<file path="src/hdl/bbfp_pkg.sv">
// ============================================================================
// Bit and byte field packer package
// Shared types and constants: request kinds, sequencer states, result record.
// ============================================================================
package bbfp_pkg;

    // Request kinds carried on the kind field.
    localparam logic [1:0] KIND_ADD_BITS  = 2'd0;
    localparam logic [1:0] KIND_ADD_BYTES = 2'd1;
    localparam logic [1:0] KIND_READ      = 2'd2;

    // Largest number of bits or bytes one request may carry.
    localparam logic [3:0] MAX_COUNT = 4'd8;

    // Reset value of the stream size register.
    localparam logic [6:0] LIMIT_RESET = 7'd64;

    typedef enum logic [2:0] {
        ST_IDLE,
        ST_DECODE,
        ST_BITS_RD,
        ST_BITS_WR,
        ST_BYTES,
        ST_READ_WAIT,
        ST_DONE
    } seq_state_t;

    // One finished result as handed from the sequencer to the output stage.
    typedef struct packed {
        logic       ok;
        logic [7:0] data;
    } result_t;

endpackage

</file>
<file path="src/hdl/bbfp_mem.sv">
// ============================================================================
// Buffer memory
// Byte-wide simple dual-port RAM, one write and one registered read a cycle.
// ============================================================================
module bbfp_mem #(
    parameter int DEPTH = 64,
    parameter int AW    = 6
) (
    input  logic          clk,
    input  logic          wr_en,
    input  logic [AW-1:0] wr_addr,
    input  logic [7:0]    wr_data,
    input  logic          rd_en,
    input  logic [AW-1:0] rd_addr,
    output logic [7:0]    rd_data
);

    logic [7:0] mem [DEPTH];
    logic [7:0] rd_data_reg;

    always_ff @(posedge clk)
    begin
        if (wr_en)
        begin
            mem[wr_addr] <= wr_data;
        end
    end

    always_ff @(posedge clk)
    begin
        if (rd_en)
        begin
            rd_data_reg <= mem[rd_addr];
        end
    end

    assign rd_data = rd_data_reg;

endmodule

</file>
<file path="src/hdl/bbfp_seq.sv">
// ============================================================================
// Packer sequencer
// Decodes a request, runs its reads, writes and read-modify-write steps on
// the buffer memory and keeps the byte and bit fill position.
// ============================================================================
module bbfp_seq #(
    parameter int AW           = 6,
    parameter int PW           = 7,
    parameter int LW           = 7
) (
    input  logic                clk,
    input  logic                rst_n,
    // request side
    input  logic                in_valid,
    output logic                in_ready,
    input  logic [1:0]          kind,
    input  logic [63:0]         value,
    input  logic [3:0]          count,
    input  logic                little_endian,
    input  logic [5:0]          read_index,
    // stream size in force
    input  logic [LW-1:0]       limit,
    // result side
    output logic                res_valid,
    input  logic                res_ready,
    output bbfp_pkg::result_t   res,
    // buffer memory
    output logic                mem_wr_en,
    output logic [AW-1:0]       mem_wr_addr,
    output logic [7:0]          mem_wr_data,
    output logic                mem_rd_en,
    output logic [AW-1:0]       mem_rd_addr,
    input  logic [7:0]          mem_rd_data
);
    import bbfp_pkg::*;

    seq_state_t    state_reg, state_next;
    logic [1:0]    kind_reg;
    logic [63:0]   value_reg;
    logic [3:0]    count_reg;
    logic          le_reg;
    logic [5:0]    idx_reg;
    logic [3:0]    rem_reg, rem_next;
    logic [7:0]    bits_reg, bits_next;
    logic [2:0]    bidx_reg, bidx_next;
    logic [PW-1:0] byte_pos_reg, byte_pos_next;
    logic [2:0]    bit_pos_reg, bit_pos_next;
    logic          res_ok_reg, res_ok_next;
    logic [7:0]    res_data_reg, res_data_next;

    logic [LW-1:0] pos_l;
    logic [LW-1:0] cnt_l;
    logic [LW-1:0] idx_l;
    logic [LW-1:0] room_l;
    logic [3:0]    avail;
    logic [3:0]    take;
    logic [8:0]    mask_wide;
    logic [15:0]   ins_wide;
    logic [7:0]    old_byte;
    logic [7:0]    merged;
    logic [3:0]    bit_sum;
    logic          lsb_first;
    logic [2:0]    last_idx;
    logic [2:0]    sel_idx;
    logic [7:0]    sel_byte;
    logic          idx_written;

    // Position and item arithmetic shared by both combinational blocks.
    always_comb
    begin
        pos_l     = LW'(byte_pos_reg);
        cnt_l     = LW'(count_reg);
        idx_l     = LW'(idx_reg);
        room_l    = limit - pos_l;
        avail     = 4'd8 - {1'b0, bit_pos_reg};
        take      = (rem_reg < avail) ? rem_reg : avail;
        mask_wide = (9'd1 << take) - 9'd1;
        ins_wide  = {8'h00, bits_reg & mask_wide[7:0]} << bit_pos_reg;
        // A byte at the fill position holds data only once a bit went into it.
        old_byte  = (bit_pos_reg != 3'd0) ? mem_rd_data : 8'h00;
        merged    = old_byte | ins_wide[7:0];
        bit_sum   = {1'b0, bit_pos_reg} + take;
        lsb_first = le_reg && (count_reg == 4'd1 || count_reg == 4'd2 ||
                               count_reg == 4'd4 || count_reg == 4'd8);
        last_idx  = count_reg[2:0] - 3'd1;
        sel_idx   = lsb_first ? bidx_reg : (last_idx - bidx_reg);
        sel_byte  = value_reg[{sel_idx, 3'b000} +: 8];
        // Bytes beyond the fill position were never written and read as zero.
        idx_written = (idx_l < pos_l) || ((idx_l == pos_l) && (bit_pos_reg != 3'd0));
    end

    // Next state and the working registers.
    always_comb
    begin
        state_next    = state_reg;
        rem_next      = rem_reg;
        bits_next     = bits_reg;
        bidx_next     = bidx_reg;
        byte_pos_next = byte_pos_reg;
        bit_pos_next  = bit_pos_reg;
        res_ok_next   = res_ok_reg;
        res_data_next = res_data_reg;

        case (state_reg)
            ST_IDLE:
            begin
                if (in_valid)
                begin
                    state_next = ST_DECODE;
                    rem_next   = count;
                    bits_next  = value[7:0];
                    bidx_next  = 3'd0;
                end
            end
            ST_DECODE:
            begin
                res_data_next = 8'h00;
                res_ok_next   = 1'b0;
                state_next    = ST_DONE;
                case (kind_reg)
                    KIND_ADD_BITS:
                    begin
                        if (count_reg == 4'd0)
                        begin
                            res_ok_next = 1'b1;
                        end
                        else if (count_reg <= MAX_COUNT)
                        begin
                            state_next = ST_BITS_RD;
                        end
                    end
                    KIND_ADD_BYTES:
                    begin
                        if (count_reg == 4'd0)
                        begin
                            res_ok_next = 1'b1;
                        end
                        else if (count_reg <= MAX_COUNT && pos_l < limit &&
                                 bit_pos_reg == 3'd0 && cnt_l <= room_l)
                        begin
                            state_next = ST_BYTES;
                        end
                    end
                    KIND_READ:
                    begin
                        if (idx_l < limit)
                        begin
                            state_next = ST_READ_WAIT;
                        end
                    end
                    default:
                    begin
                        state_next = ST_DONE;
                    end
                endcase
            end
            ST_BITS_RD:
            begin
                // Running out of room ends the field; bits written so far stay.
                if (pos_l < limit)
                begin
                    state_next = ST_BITS_WR;
                end
                else
                begin
                    res_ok_next = 1'b0;
                    state_next  = ST_DONE;
                end
            end
            ST_BITS_WR:
            begin
                rem_next  = rem_reg - take;
                bits_next = bits_reg >> take;
                bit_pos_next = bit_sum[2:0];
                if (bit_sum[3])
                begin
                    byte_pos_next = byte_pos_reg + PW'(1);
                end
                if (rem_reg == take)
                begin
                    res_ok_next = 1'b1;
                    state_next  = ST_DONE;
                end
                else
                begin
                    state_next = ST_BITS_RD;
                end
            end
            ST_BYTES:
            begin
                byte_pos_next = byte_pos_reg + PW'(1);
                bidx_next     = bidx_reg + 3'd1;
                if (bidx_reg == last_idx)
                begin
                    res_ok_next = 1'b1;
                    state_next  = ST_DONE;
                end
            end
            ST_READ_WAIT:
            begin
                res_ok_next   = 1'b1;
                res_data_next = idx_written ? mem_rd_data : 8'h00;
                state_next    = ST_DONE;
            end
            ST_DONE:
            begin
                if (res_ready)
                begin
                    state_next = ST_IDLE;
                end
            end
            default:
            begin
                state_next = ST_IDLE;
            end
        endcase
    end

    // Handshake and memory port outputs.
    always_comb
    begin
        in_ready    = 1'b0;
        res_valid   = 1'b0;
        mem_wr_en   = 1'b0;
        mem_wr_addr = byte_pos_reg[AW-1:0];
        mem_wr_data = merged;
        mem_rd_en   = 1'b0;
        mem_rd_addr = byte_pos_reg[AW-1:0];

        case (state_reg)
            ST_IDLE:
            begin
                in_ready = 1'b1;
            end
            ST_DECODE:
            begin
                if (kind_reg == KIND_READ)
                begin
                    mem_rd_en   = 1'b1;
                    mem_rd_addr = AW'(idx_reg);
                end
            end
            ST_BITS_RD:
            begin
                mem_rd_en = (pos_l < limit);
            end
            ST_BITS_WR:
            begin
                mem_wr_en = 1'b1;
            end
            ST_BYTES:
            begin
                mem_wr_en   = 1'b1;
                mem_wr_data = sel_byte;
            end
            ST_DONE:
            begin
                res_valid = 1'b1;
            end
            default:
            begin
                in_ready = 1'b0;
            end
        endcase
    end

    assign res.ok   = res_ok_reg;
    assign res.data = res_data_reg;

    always_ff @(posedge clk or negedge rst_n)
    begin
        if (!rst_n)
        begin
            state_reg    <= ST_IDLE;
            byte_pos_reg <= '0;
            bit_pos_reg  <= 3'd0;
        end
        else
        begin
            state_reg    <= state_next;
            byte_pos_reg <= byte_pos_next;
            bit_pos_reg  <= bit_pos_next;
        end
    end

    always_ff @(posedge clk)
    begin
        if (state_reg == ST_IDLE && in_valid)
        begin
            kind_reg  <= kind;
            value_reg <= value;
            count_reg <= count;
            le_reg    <= little_endian;
            idx_reg   <= read_index;
        end
        rem_reg      <= rem_next;
        bits_reg     <= bits_next;
        bidx_reg     <= bidx_next;
        res_ok_reg   <= res_ok_next;
        res_data_reg <= res_data_next;
    end

endmodule

</file>
<file path="src/hdl/bbfp_ostage.sv">
// ============================================================================
// Output stage
// Result register that frees the sequencer while a result waits downstream.
// ============================================================================
module bbfp_ostage (
    input  logic              clk,
    input  logic              rst_n,
    input  logic              res_valid,
    output logic              res_ready,
    input  bbfp_pkg::result_t res,
    output logic              out_valid,
    input  logic              out_ready,
    output logic              ok,
    output logic [7:0]        read_data
);
    import bbfp_pkg::*;

    logic    out_valid_reg, out_valid_next;
    result_t out_res_reg;
    logic    load;

    assign res_ready = !out_valid_reg || out_ready;
    assign load      = res_valid && res_ready;

    always_comb
    begin
        out_valid_next = out_valid_reg;
        if (load)
        begin
            out_valid_next = 1'b1;
        end
        else if (out_ready)
        begin
            out_valid_next = 1'b0;
        end
    end

    always_ff @(posedge clk or negedge rst_n)
    begin
        if (!rst_n)
        begin
            out_valid_reg <= 1'b0;
        end
        else
        begin
            out_valid_reg <= out_valid_next;
        end
    end

    always_ff @(posedge clk)
    begin
        if (load)
        begin
            out_res_reg <= res;
        end
    end

    assign out_valid = out_valid_reg;
    assign ok        = out_res_reg.ok;
    assign read_data = out_res_reg.data;

endmodule

</file>
<file path="src/hdl/bit_and_byte_field_packer.sv">
// ============================================================================
// Bit and byte field packer
// Packs bit fields LSB first and byte fields in either order into a byte
// buffer, and reads single buffer bytes back.
// ============================================================================
//
//  Channel   Handshake              Payload
//  --------  ---------------------  ------------------------------------------
//  in        in_valid / in_ready    kind, value, count, little_endian,
//                                   read_index
//  out       out_valid / out_ready  ok, read_data
//  cfg       cfg_valid / cfg_ready  cfg_data (stream size in bytes)
//
//  One request is worked on at a time. A request is decoded first; one that
//  is refused at decode or has a zero count goes straight to its result, a
//  read waits for the buffer byte, an add-bytes request writes its bytes one
//  by one, and an add-bits request reads and writes each buffer byte it
//  touches, ending early when it runs out of room. The next request is
//  accepted once the result has left the sequencer. The buffer memory has a
//  single port pair with a registered read, so every partial byte is read,
//  merged and written back, and every whole byte is only written. Reset
//  clears the fill position at once; there is no clearing pass. Bytes
//  at or beyond the fill position read as zero until they are written.
//  A result waiting in the output register does not block the next request;
//  only a second finished result waits for the output to be taken.
//
module bit_and_byte_field_packer #(
    parameter int BUFFER_BYTES = 64
) (
    input  logic        clk,
    input  logic        rst_n,
    input  logic        in_valid,
    output logic        in_ready,
    input  logic [1:0]  kind,
    input  logic [63:0] value,
    input  logic [3:0]  count,
    input  logic        little_endian,
    input  logic [5:0]  read_index,
    output logic        out_valid,
    input  logic        out_ready,
    output logic        ok,
    output logic [7:0]  read_data,
    input  logic        cfg_valid,
    output logic        cfg_ready,
    input  logic [6:0]  cfg_data
);
    import bbfp_pkg::*;

    // Address width of the buffer, width of the fill position (which can
    // reach BUFFER_BYTES itself) and the width used for limit compares.
    localparam int AW = (BUFFER_BYTES > 1) ? $clog2(BUFFER_BYTES) : 1;
    localparam int PW = $clog2(BUFFER_BYTES + 1);
    localparam int LW = (PW > 7) ? PW : 7;

    logic [6:0]    limit_reg;
    logic [LW-1:0] limit_eff;

    result_t       res;
    logic          res_valid;
    logic          res_ready;

    logic          mem_wr_en;
    logic [AW-1:0] mem_wr_addr;
    logic [7:0]    mem_wr_data;
    logic          mem_rd_en;
    logic [AW-1:0] mem_rd_addr;
    logic [7:0]    mem_rd_data;

    // The stream size register is always ready; the user must write it only while
    // the packer is idle, as the block itself does not enforce this.
    assign cfg_ready = 1'b1;

    always_ff @(posedge clk or negedge rst_n)
    begin
        if (!rst_n)
        begin
            limit_reg <= LIMIT_RESET;
        end
        else if (cfg_valid)
        begin
            limit_reg <= cfg_data;
        end
    end

    // A stream size above the buffer is clamped to the buffer.
    assign limit_eff = (LW'(limit_reg) > LW'(BUFFER_BYTES)) ? LW'(BUFFER_BYTES)
                                                            : LW'(limit_reg);

    bbfp_seq #(
        .AW           (AW),
        .PW           (PW),
        .LW           (LW)
    ) u_seq (
        .clk           (clk),
        .rst_n         (rst_n),
        .in_valid      (in_valid),
        .in_ready      (in_ready),
        .kind          (kind),
        .value         (value),
        .count         (count),
        .little_endian (little_endian),
        .read_index    (read_index),
        .limit         (limit_eff),
        .res_valid     (res_valid),
        .res_ready     (res_ready),
        .res           (res),
        .mem_wr_en     (mem_wr_en),
        .mem_wr_addr   (mem_wr_addr),
        .mem_wr_data   (mem_wr_data),
        .mem_rd_en     (mem_rd_en),
        .mem_rd_addr   (mem_rd_addr),
        .mem_rd_data   (mem_rd_data)
    );

    bbfp_mem #(
        .DEPTH (BUFFER_BYTES),
        .AW    (AW)
    ) u_mem (
        .clk     (clk),
        .wr_en   (mem_wr_en),
        .wr_addr (mem_wr_addr),
        .wr_data (mem_wr_data),
        .rd_en   (mem_rd_en),
        .rd_addr (mem_rd_addr),
        .rd_data (mem_rd_data)
    );

    bbfp_ostage u_ostage (
        .clk       (clk),
        .rst_n     (rst_n),
        .res_valid (res_valid),
        .res_ready (res_ready),
        .res       (res),
        .out_valid (out_valid),
        .out_ready (out_ready),
        .ok        (ok),
        .read_data (read_data)
    );

endmodule
</file>
<file path="config.mk">
export PLATFORM = sky130hd
export DESIGN_NAME = bit_and_byte_field_packer
export DESIGN_NICKNAME = d
export VERILOG_FILES = /design/src/hdl/bbfp_pkg.sv /design/src/hdl/bbfp_mem.sv /design/src/hdl/bbfp_seq.sv /design/src/hdl/bbfp_ostage.sv /design/src/hdl/bit_and_byte_field_packer.sv
export SDC_FILE = /design/constraint.sdc
export NUM_CORES = 1
export LEC_CHECK = 0
export ABC_CLOCK_PERIOD_IN_PS = 19400
export BUFFER_PORTS_ARGS = -buffer_cell sky130_fd_sc_hd__buf_2
export CORE_MARGIN = 8
export CORE_UTILIZATION = 28
export CTS_CLUSTER_DIAMETER = 30
export DETAILED_ROUTE_END_ITERATION = 6
export HOLD_SLACK_MARGIN = 0.05
export SLEW_MARGIN = 40
export SYNTH_ARGS = -nofsm -noshare
export SYNTH_HDL_FRONTEND = slang
export SYNTH_SLANG_ARGS = --single-unit
</file>
<file path="constraint.sdc">
create_clock -name clk -period 19.4 [get_ports clk]
set_input_delay 2.91 -clock clk [delete_from_list [all_inputs] [get_ports clk]]
set_output_delay 2.91 -clock clk [all_outputs]
set_load 0.01 [all_outputs]
</file>
* After elaboration in Yosys (flattened, before gate mapping) *
Memory sizes are Yosys's and may differ from the RTL's. A register that Yosys moved wholly into a read port is not among the register bits.
Index checks and enable logic that the tools add are counted.

word-level totals
  register bits after elaboration = 131
  RAM bits = 512
  input bits = 89
  output and inout bits = 12
  word-level logic and storage cells = 136
  memories = 1

memories
  name       words  width  rd ports  clocked after Yosys merged registers in  write ports  RTL line        source
  u_mem.mem  64     8      1         1                                        1            bbfp_mem.sv:18  logic [7:0] mem [DEPTH];

cells by class
  add/subtract/negate cells = 9
  $lt $le $gt $ge = 7
  equal/unequal tests = 21
  shifts and indexed selects = 4
  multiplexer cells = 44
  bitwise logic cells = 2
  reductions and logical operators = 31

operators by type and width
  kind                                                    count
  indexed part select 64 x 7 -> 8 bit                     1
  2-to-1 mux 8 bit                                        4
  case mux 8 bit (2 select lines)                         2
  2-to-1 mux 3 bit                                        10
  case mux 3 bit (7 select lines)                         1
  < comparator 6 x 7 -> 1 bit                             2
  2-to-1 mux 7 bit                                        2
  case mux 7 bit (2 select lines)                         1
  2-to-1 mux 1 bit                                        13
  2-to-1 mux 6 bit                                        2
  nonzero test 2 bit                                      5
  equality test 3 bit (second input constant)             3
  case mux 3 bit (3 select lines)                         1
  AND 8 bit                                               1
  2-to-1 mux 4 bit                                        2
  inequality test 2 x 1 -> 1 bit (second input constant)  4
  bitwise OR 8 bit                                        1
  case mux 4 bit (2 select lines)                         1
  left shift 1 x 4 -> 8 bit (first input constant)        1
  left shift 8 x 3 -> 8 bit                               1
  right shift 8 x 4 -> 8 bit                              1
  subtractor 8 x 1 -> 8 bit (second input constant)       1
  adder 7 x 1 -> 7 bit (second input constant)            1
  equality test 6 x 7 -> 1 bit                            1
  39 further kinds                                        56

* Depth between registers and ports, before layout *
  depth in word-level cells = 10
  gate-level depth with buffers = 23
  gate-level depth less buffers = 18

* Cells and area by module *
Synthesis repeated with hierarchy kept, for this count alone.

second synthesis, totals
  cells, all modules = 1592
  area, all modules = 27846.7 µm²

modules (own cells, without submodules)
  module                     instances  cells each  area each (µm²)  sequential area each (µm²)
  bbfp_mem                   1          940         20246.9          15615.0
  bbfp_seq                   1          615         6930.4           3358.2
  bit_and_byte_field_packer  1          24          345.3            176.4
  bbfp_ostage                1          13          324.1            295.3

* Least setup slack after synthesis *
OpenSTA, ideal clock, no wires.

  path type = reg-to-reg
  start = reg u_seq.bit_pos_reg[0]
  end = mem u_mem.mem[0][7], data pin
  setup time = 0.721 ns
  arrival time = 6.825 ns
  required time = 18.679 ns
  path slack = 11.854 ns
  stages on the path, launching flop included = 23
  buffers on the path = 5
  clock period less this slack = 7.546 ns
  path through = dfrtp_1 -> clkbuf_1 -> clkinv_1 -> ha_1 -> ha_1 -> clkbuf_1 -> inv_1 -> ha_1 -> o21ai_0 -> nor2b_1 -> clkbuf_1 -> o21ai_0 -> nand2_1 -> clkbuf_1 -> or3_1 -> ha_1 -> buf_2 -> a31oi_1 -> nand3_1 -> o311ai_0 -> a31oi_1 -> a2111oi_0 -> a211oi_1

on the way
  word-level cells in the longest chain between the ends = 9
  elaborated cells between the ends (all ways) = 11

ends and longest elaborated chain
  element                    RTL line                         source
  start, declared            bbfp_seq.sv:47                   logic [2:0] bit_pos_reg, bit_pos_next;
  start signal, assigned     bbfp_seq.sv:282                  bit_pos_reg <= bit_pos_next;
  subtractor 4 x 3 -> 4 bit  bbfp_seq.sv:75                   avail = 4'd8 - {1'b0, bit_pos_reg};
  < comparator 4 bit         bbfp_seq.sv:76                   take = (rem_reg < avail) ? rem_reg : avail;
  2-to-1 mux 4 bit           bbfp_seq.sv:76
  left shift 1 x 4 -> 8 bit  bbfp_seq.sv:77                   mask_wide = (9'd1 << take) - 9'd1;
  subtractor 8 x 1 -> 8 bit  bbfp_seq.sv:77
  AND 8 bit                  bbfp_seq.sv:78                   ins_wide = {8'h00, bits_reg & mask_wide[7:0]} << bit_pos_reg;
  left shift 8 x 3 -> 8 bit  bbfp_seq.sv:78
  bitwise OR 8 bit *         bbfp_seq.sv:81                   merged = old_byte | ins_wide[7:0];
  2-to-1 mux 8 bit *         bbfp_seq.sv:230                  case (state_reg)
  named net mem_wr_data[7]   bit_and_byte_field_packer.sv:64  logic [7:0] mem_wr_data;
  end, declared              bbfp_mem.sv:18

Mark *: on every way through the listed nets, which the timed path passes. The rest lies on a longest branch.

* Final worst setup path *
  start = reg u_seq.bit_pos_reg[0]
  end = mem u_mem.mem[29][7], data pin

The elaborated chain is that of the path after synthesis.

==> metrics.txt <==
hold depth 0; clk buf depth 3; Worst-path clk slew 40 ps; max-slew violation count 0; leading area contributor after synthesis edfxtp_1; Final Hold Vio Count 0; CP Class reg2reg; Wirelength per Cell 20.3 µm; PwrDens 193 nW/µm²; cts bufs inserted 132; global route hottest layer met2; Total GRT Usage 13.2%; met2 usage 21.6%; max reg flops 512; Area growth, synth to finish 23.5%; Final setup viols 0; R2R Setup Slk 12670 ps; DRC 0; CTS root buffer clkbuf_16; Syn. warnings 0; CTS H-tree depth 4; number of global-route vias before repair 18000; DR pass1 iterations 5; Tightest Pin Transition 867 ps; Sink Count 651; CP Max Fanout 64; core area 99600 µm²; synth top area cells edfxtp_1 (68%), nand2_1 (6.3%), nand3_1 (3.5%); DP Cell Count 3468; syn avg cell area 13.0 µm²; period utilisation layout 34.7%; peak supply drop 0.188 mV; Unique masters post-synth 79; IO Port Bufs 99; Tmin final 6730 ps; chip height 332 µm; Setup TNS 0 ps; Layout Nets 2445; die area 110000 µm²; post-synthesis sequential area ratio 69.5%; post-CTS sizing 0; Worst Hold End u_ostage.read_data[5]$_DFFE_PP_; dominant synthesized flop cell edfxtp_1; combinational share of power 33.2%; final WL 75.1 mm; worst hold slack 417 ps; Skew-Pair Late Insertion Delay 700 ps; Filler cells 9570; share of synthesized registers carrying an async set or reset 3.23%; final instance area 34600 µm²; Via density 4.92; die width 332 µm; Congestion Overflow GR 0; critical path data arrival time 7060 ps; grt met1 use 17.3%; initial drt markers 1787; first-pass GRT wire length 113 mm; Worst Reg-to-Reg Cells 18; top cell type's share of synthesized area 67.6%; postcts setup bufs 0; Max Freq 149 MHz; # IOs 101; fraction of layout cells with a size suffix above 1 18.2%; relative slew slack 42.0%; sw frac 36.4%; HP Class reg2reg; number of enable flip-flop cells after synthesis 630; R2R Path Start u_seq.bit_pos_reg[0]$_DFFE_PN0P_; RD Place Congestion 0.854; Pint 4.24 mW; Syn Nets 2286; #FFs+latches synth 651; Critical Path RT 19730 ps; leakage power 12.0 nW; Syn Inst Count 2146; Post-CTS Hold Buffers 0; Cell Area, Synth 28000 µm²; Clk pwr share 33.5%; final non-filler cell total 3707; remaining antenna violation count 0; initial antenna violation count 1; Psw 2.43 mW; CP Launch Type register; Initial Utilization 28.1%; sequential share of power 33.3%; crit path capture type register; met3 usage 2.80%; row count 116; n_diodes 0; skew final 36.3 ps; FF-to-FF End u_mem.mem[29][7]$_DFFE_PP_; Util after Layout 34.7%; via count 18200; outcome complete, no violations; critical hold path startpoint u_seq.res_data_reg[5]$_SDFFCE_PN0P_; DP Area 30100 µm²; largest net degree at the start of global routing 128; max-cap violation count 0; CTS tree yes; RSZ-0062 raised after global routing no; DP HPWL 46.8 mm
-- area by class of cell --
cell class              instances  area (µm²)  share of cell area (%)
inverters                      44         165                   0.478
repair buffers                132         771                    2.23
clock buffers                 148        3460                    10.0
clock inverters                90        1010                    2.92
flip-flops and latches        651       19400                    56.2
multi-input cells            1344        8100                    23.4
well taps                    1298        1620                    4.70
-- through the flow --
step                setup WS, ps  total power [mW]
finish                     12670              6.68
global route               12170              6.98
CTS                        12480              6.70
detailed placement         12490              4.45
global placement           12430              4.42
floorplan                  11850              3.64
-- power by group through the flow --
stage | Combinational, mW | Clock, mW | Sequential [mW]
6_report | 2.21 | 2.24 | 2.22
5_1_grt | 2.41 | 2.34 | 2.24
3_3_place_gp | 2.18 | 0 | 2.24
3_5_place_dp | 2.20 | 0 | 2.25
4_1_cts | 2.22 | 2.26 | 2.22
2_1_floorplan | 1.41 | 0 | 2.23
-- how the worst max path moves through the flow --
stage / start / endpoint / slack (ps) / cells past startpoint
global route: u_seq.bit_pos_reg[0]$_DFFE_PN0P_ / u_mem.mem[49][7]$_DFFE_PP_ / 12170 / 18
global placement: u_seq.bit_pos_reg[0]$_DFFE_PN0P_ / u_mem.mem[17][7]$_DFFE_PP_ / 12430 / 18
detailed placement: u_seq.bit_pos_reg[0]$_DFFE_PN0P_ / u_mem.mem[0][7]$_DFFE_PP_ / 12490 / 18
floorplan: u_seq.bit_pos_reg[0]$_DFFE_PN0P_ / u_mem.mem[0][7]$_DFFE_PP_ / 11850 / 22
CTS: u_seq.bit_pos_reg[0]$_DFFE_PN0P_ / u_mem.mem[39][7]$_DFFE_PP_ / 12480 / 19
finish: u_seq.bit_pos_reg[0]$_DFFE_PN0P_ / u_mem.mem[29][7]$_DFFE_PP_ / 12670 / 18
-- critical path: stages, from the launching register on --
cell and delay, ps:
dfrtp_1 810, clkinv_1 450, ha_1 320, ha_1 420
inv_1 120, ha_1 280, o21ai_0 220, nor2b_2 550
o21ai_0 180, nand2_1 350, or3_1 180, ha_1 350
nand2b_1 130, or4_1 470, o311ai_0 220, o32ai_1 220
a2111oi_1 670, a211oi_4 30, buf_4 340
-- kinds of logic after synthesis --
kind of cell	after synthesis	share of synthesized area, %
buf+inv	151	2.37
xor+xnor	22	0.689
mux	88	4.02
fa+ha+maj	51	2.39
flops	651	69.5
other cells	1	0.0134
compound gates	257	6.19
simple gates	925	14.9
-- per-layer routing --
metal  part of all wire [%]  vias up  wire length [µm]
met1                     43     9050             32100
met2                     48      670             36400
met4                    2.2        2              1650
li1                       -     8381                 -
met5                  0.027        -                20
met3                    6.5      130              4910
-- synth_stat cells, types with 7 or more instances --
cell type / n
buf_1: 10
mux2i_1: 49
xor2_1: 8
nor3_1: 21
mux2_2: 19
inv_1: 42
o21ai_0: 43
dfrtp_1: 20
buf_4: 7
edfxtp_1: 630
a21oi_1: 42
xnor2_1: 14
nor2_1: 96
nand2_1: 472
nor2b_1: 20
o21a_1: 10
nand2b_1: 20
a32oi_1: 18
nor3b_1: 7
o22ai_1: 7
o2111ai_1: 7
a211oi_1: 10
nand4_1: 48
buf_2: 44
o211ai_1: 8
a31oi_1: 50
ha_1: 47
nand3_1: 194
clkbuf_1: 44
and2_1: 8
or4_1: 7
mux4_2: 15
-- cells in the final DEF (no fill, tap or decap), types with 6 or more instances in the layout --
cell,count
nand3_1,194
o22ai_1,7
a32oi_1,16
bufinv_16,17
dfrtp_1,20
nor2_2,30
nand2_1,472
mux2i_1,45
clkinv_2,22
nor2b_1,18
a31oi_1,50
clkbuf_1,11
clkbuf_16,136
buf_4,29
clkinv_4,9
nand2b_1,20
nand4_1,48
inv_1,41
xnor2_1,14
o21a_1,10
ha_1,47
mux2_2,19
nor3_1,21
o2111ai_1,7
clkinv_1,23
buf_2,99
o211ai_1,8
edfxtp_1,630
nor2_1,71
and2_1,8
o21ai_0,42
a211oi_1,9
mux4_2,15
or4_1,7
nor3b_1,6
clkinvlp_4,11
xor2_1,8
a21oi_1,40
Note: power is estimated with default switching activity, not from simulation.
